===== src/hw/rtl/fpa_pkg.sv =====
// shared types and constants of the fixed-point alu
package fpa_pkg;

  localparam int unsigned DataW           = 32;
  localparam int unsigned FracBitsDefault = 8;

  typedef enum logic [3:0] {
    OP_ADD      = 4'd0,
    OP_SUB      = 4'd1,
    OP_MUL      = 4'd2,
    OP_DIV      = 4'd3,
    OP_GT       = 4'd4,
    OP_LT       = 4'd5,
    OP_GE       = 4'd6,
    OP_LE       = 4'd7,
    OP_EQ       = 4'd8,
    OP_NE       = 4'd9,
    OP_MAX      = 4'd10,
    OP_MIN      = 4'd11,
    OP_INC      = 4'd12,
    OP_DEC      = 4'd13,
    OP_FROM_INT = 4'd14,
    OP_TO_INT   = 4'd15
  } op_e;

  // per-item control carried alongside the divider datapath
  typedef struct packed {
    logic             is_div;
    logic             neg;
    logic             zero;
    logic             flag;
    logic [DataW-1:0] res;
  } ctl_t;

endpackage


===== src/hw/rtl/fpa_prep.sv =====
// first stage: decode, multiply, simple ops and divider operand set-up
module fpa_prep #(
  parameter int unsigned FRAC_BITS = fpa_pkg::FracBitsDefault,
  parameter int unsigned QW        = fpa_pkg::DataW + FRAC_BITS
) (
  input  logic                          clk_i,
  input  logic                          rst_ni,
  input  logic                          en_i,
  input  logic                          valid_i,
  input  logic [3:0]                    req_type_i,
  input  logic signed [fpa_pkg::DataW-1:0] operand_a_i,
  input  logic signed [fpa_pkg::DataW-1:0] operand_b_i,
  output logic                          valid_o,
  output fpa_pkg::ctl_t                 ctl_o,
  output logic [QW-1:0]                 dvd_o,
  output logic [fpa_pkg::DataW-1:0]     dsr_o
);
  import fpa_pkg::*;

  logic                    valid_q;
  ctl_t                    ctl_d, ctl_q;
  logic [QW-1:0]           dvd_q;
  logic [DataW-1:0]        dsr_q;
  logic [DataW-1:0]        abs_a, abs_b;
  logic signed [2*DataW-1:0] prod;
  logic signed [DataW-1:0] bias, biased;
  logic                    gt, lt;
  op_e                     op;

  assign op     = op_e'(req_type_i);
  assign abs_a  = operand_a_i[DataW-1] ? (~operand_a_i + 1'b1) : operand_a_i;
  assign abs_b  = operand_b_i[DataW-1] ? (~operand_b_i + 1'b1) : operand_b_i;
  assign prod   = operand_a_i * operand_b_i;
  assign bias   = operand_a_i[DataW-1] ? DataW'((64'd1 << FRAC_BITS) - 64'd1) : '0;
  assign biased = operand_a_i + bias;
  assign gt     = operand_a_i > operand_b_i;
  assign lt     = operand_a_i < operand_b_i;

  // result of every operation but divide
  always_comb begin
    ctl_d        = '0;
    ctl_d.is_div = (op == OP_DIV);
    ctl_d.neg    = operand_a_i[DataW-1] ^ operand_b_i[DataW-1];
    ctl_d.zero   = (operand_b_i == '0);
    case (op)
      OP_ADD:      ctl_d.res = operand_a_i + operand_b_i;
      OP_SUB:      ctl_d.res = operand_a_i - operand_b_i;
      OP_MUL:      ctl_d.res = prod[FRAC_BITS +: DataW];
      OP_DIV:      ctl_d.res = '0;
      OP_GT:       ctl_d.flag = gt;
      OP_LT:       ctl_d.flag = lt;
      OP_GE:       ctl_d.flag = !lt;
      OP_LE:       ctl_d.flag = !gt;
      OP_EQ:       ctl_d.flag = (operand_a_i == operand_b_i);
      OP_NE:       ctl_d.flag = (operand_a_i != operand_b_i);
      OP_MAX:      ctl_d.res = gt ? operand_a_i : operand_b_i;
      OP_MIN:      ctl_d.res = lt ? operand_a_i : operand_b_i;
      OP_INC:      ctl_d.res = operand_a_i + 1'b1;
      OP_DEC:      ctl_d.res = operand_a_i - 1'b1;
      OP_FROM_INT: ctl_d.res = operand_a_i <<< FRAC_BITS;
      OP_TO_INT:   ctl_d.res = biased >>> FRAC_BITS;
      default:     ctl_d.res = '0;
    endcase
  end

  // valid bit
  always_ff @(posedge clk_i or negedge rst_ni) begin
    if (!rst_ni) begin
      valid_q <= 1'b0;
    end else if (en_i) begin
      valid_q <= valid_i;
    end
  end

  // payload
  always_ff @(posedge clk_i) begin
    if (en_i) begin
      ctl_q <= ctl_d;
      dvd_q <= {abs_a, {FRAC_BITS{1'b0}}};
      dsr_q <= abs_b;
    end
  end

  assign valid_o = valid_q;
  assign ctl_o   = ctl_q;
  assign dvd_o   = dvd_q;
  assign dsr_o   = dsr_q;

endmodule


===== config.mk =====
export PLATFORM = sky130hd
export DESIGN_NAME = fpa_prep
export DESIGN_NICKNAME = d
export VERILOG_FILES = /design/src/hw/rtl/fpa_pkg.sv /design/src/hw/rtl/fpa_prep.sv
export SDC_FILE = /design/constraint.sdc
export NUM_CORES = 2
export LEC_CHECK = 0
export ABC_AREA = 1
export BUFFER_PORTS_ARGS = -buffer_cell sky130_fd_sc_hd__buf_2
export CAP_MARGIN = 10
export CORE_ASPECT_RATIO = 0.6
export CORE_UTILIZATION = 45
export CTS_CLUSTER_DIAMETER = 200
export DETAILED_ROUTE_END_ITERATION = 12
export PLACE_DENSITY = 0.69
export REMOVE_ABC_BUFFERS = 1
export SKIP_LAST_GASP = 1
export SYNTH_ARGS = -nofsm -noshare
export SYNTH_HDL_FRONTEND = slang
export SYNTH_SLANG_ARGS = --single-unit

===== constraint.sdc =====
create_clock -name clk_i -period 0.8 [get_ports clk_i]
set_input_delay 0.12 -clock clk_i [delete_from_list [all_inputs] [get_ports clk_i]]
set_output_delay 0.12 -clock clk_i [all_outputs]
set_load 0.005 [all_outputs]

==> results.cfg <==
[run_status]
run_status = finished, violations left
violations = setup timing

[sta]
worst_pin_slew_ns = 0.816
setup_tns_ns = -274.84
setup_viol = 198
fmax_mhz = 156
fin_skew_ns = 0
holdWs_ns = 0.115
finalCritPeriodShare = 7.99
relSlewSlack = 0.454
fin_crit_ns = 6.39
finalHoldViolCount = 0
grt_setup_unrepaired = yes
slew_violations = 0
worst_slack_ns = -5.59

[worst_setup_path]
start_kind = primary input
critPathArrivalTime_ns = 6.54
cp-endpoint = ctl_o[29]$_DFFE_PP_
crit_path_start = operand_b_i[26]
r2r-start = valid_o$_DFFE_PN0P_
crit_path_end_kind = register
r2r_setup_slack_ns = 0.06
path_class = primary input to register
r2r_cells = 1
path_max_fanout = 7
required_ns = 0.95
r2r_end = valid_o$_DFFE_PN0P_

[routing]
viasPerCell = 5.33
wire_per_inst_um = 23.7
vias = 42200
drc_errors = 0
drtAntennaViolNets = 0
drtIter0Drc = 5457
drtPass1Iterations = 7
wl_mm = 187

[cells_and_area]
layout_commonest_cell = nand2_1
mostFrequentLayoutCells = nand2_1, inv_1, buf_4
area_delta_synth_final_pct = 40.8
drive_gt1_frac = 0.303
final_area_um2 = 54100
nNetsFinal = 7758

[floorplan]
fp.coreArea_um2 = 83900
fp.dieW_um = 379
std_cell_rows = 82
die-area_um2 = 86500
die_y_um = 228
start_util = 0.457
io_pins = 181

[synth]
netlist_top_cells_area = fa_1, nand2_1, inv_1
ys_seq_area_frac = 0.0789
yosysWarningCount = 0
ys_seq_elements = 101
yosysTopAreaCellShare = 0.336
synth_edf_count = 100
synth_ff_type = edfxtp_1
syn_area_um2 = 38400
synth_top_cell_by_area = fa_1
syn_avg_cell_area_um2 = 6.93
yosysUniqueCellTypes = 53
syn_inst = 5536
synthArstFlopShare = 0.00990

[global_routing]
met2_usage = 0.544
antenna_found_initial = 8
busiest_layer = met1
grtUsageMet1 = 0.641
grt_max_degree = 40
grt_pass1_wl_mm = 270
grt_pass1_vias = 41100
grt.overflow.total = 0
use_met3 = 0.199
grt.total_usage = 0.430

[worst_hold_path]
hold_class = primary input to register

[cts]
cts_root_buf = clkbuf_16
cts_sinks = 101
clockBufferDepth = 2
clk_pin_slew_ns = 0.10
cts.htree.levels = 3
clk_latency_ns = 0.40
cts_buffers = 9
cts_tree = built

[place]
hpwl_mm = 158
gp_congestion = 1.15
placed_cell_area_um2 = 49000
port_buffers = 172
dp_slack_ns = -6.60

[job]
drv_cap = 0
==> cells in the mapped netlist, types with 3 or more instances <==
library cell,instances
nand2_1,1437
o21bai_1,18
clkbuf_1,151
nand4_1,54
buf_1,51
or2_2,16
nor2_2,3
nor3_1,56
o21ai_1,5
o21a_1,12
clkbuf_2,6
and3_1,3
buf_4,11
nor2_1,354
o22ai_1,5
xnor2_1,13
nor3_2,3
a31oi_1,14
nor4_1,13
a21o_1,13
o221ai_1,4
inv_1,1432
a22oi_1,8
buf_2,22
xor2_1,73
a21boi_0,6
ha_1,257
o211ai_1,15
inv_2,4
edfxtp_1,100
o2111ai_1,4
o21ai_0,211
nand2_2,6
nand2_4,3
fa_1,645
nand3_1,232
a21oi_1,237
nand3b_1,19
==> cells by family (layout without fill, tap and decap cells) <==
| group | count (synthesis) | after routing | synth area share |
|---|---|---|---|
| AOI/OAI and AO/OA | 560 | 560 | 0.0798 |
| xor gates and xnor gates | 86 | 86 | 0.0196 |
| adders and majority gates | 902 | 902 | 0.420 |
| buffers and inverters | 1681 | 2927 | 0.167 |
| DFF | 101 | 101 | 0.0789 |
| muxes | 1 | 1 | 0.000293 |
| other | 1 | 9 | 0.0000977 |
| and+or+nand+nor | 2204 | 2204 | 0.234 |
==> how the worst min path moves through the flow <==
| stage | startpoint | to | slack, ns | cells after the start |
|---|---|---|---|---|
| 6_report | en_i | dsr_o[18]$_DFFE_PP_ | 0.11 | 2 |
| 5_1_grt | en_i | dsr_o[18]$_DFFE_PP_ | 0.11 | 2 |
| 4_1_cts | en_i | dsr_o[18]$_DFFE_PP_ | 0.11 | 2 |
| 3_5_place_dp | rst_ni | valid_o$_DFFE_PN0P_ | -0.10 | 1 |
| 3_3_place_gp | rst_ni | valid_o$_DFFE_PN0P_ | -0.11 | 1 |
| 2_1_floorplan | rst_ni | valid_o$_DFFE_PN0P_ | -0.18 | 0 |
==> flip-flops by register name, summed over array words and instances (netlist names) <==
register,count
dvd_o,32
dsr_o,32
ctl_o,36
valid_o,1
==> worst max-delay path: stages <==
cell and delay, ns:
buf_2 0.27, nand2_1 0.13, fa_1 0.55, inv_1 0.05
fa_1 0.49, fa_2 0.64, fa_1 0.46, fa_1 0.53
fa_1 0.43, fa_1 0.49, inv_1 0.05, fa_1 0.53
inv_1 0.08, ha_4 0.28, buf_6 0.12, nand2_4 0.07
buf_4 0.14, nor2_4 0.12, nand2_2 0.08, nor2_2 0.11
nand3b_1 0.18, nand3_2 0.13, nand2_2 0.07, nand3_4 0.12
nand2_1 0.08, nor2_2 0.12, nand2_1 0.08
==> layer usage <==
metal	share of wire	wire, µm	vias to the layer above
met2	0.36	68100	2769
li1	-	-	18900
met5	0.00075	141	-
met1	0.42	79600	20100
met4	0.036	6770	14
met3	0.18	32900	382
==> per-stage QoR <==
step           utilization  cells
2_1_floorplan            -   5300
3_3_place_gp         0.584   7787
3_5_place_dp         0.584   7787
4_1_cts              0.629   7883
5_1_grt              0.644   7923
6_report             0.644   7924
==> what timing repair did <==
| action | CTS | global route |
|---|---|---|
| hold buffers | 3 | 0 |
| hold endpoints to repair | 2 | 0 |
| setup endpoints to repair | 198 | 198 |
| gates resized for setup | 730 | 264 |
| setup buffers | 80 | 46 |
| pin swaps | 275 | 166 |
| gates cloned | 4 | 1 |
==> cell type report <==
class                   count  area, µm²
diodes                      1       2.50
fillers                  7460      29900
clock inverters             7       91.3
repair buffers           1473      12400
multi-input cells        3761      31400
clock buffers               9        225
inverters                1438       5420
well taps                1134       1420
flip-flops and latches    101       3030
Power is not shown: default switching activity piles up to over one toggle a cycle in this logic, so the estimate is an artifact.
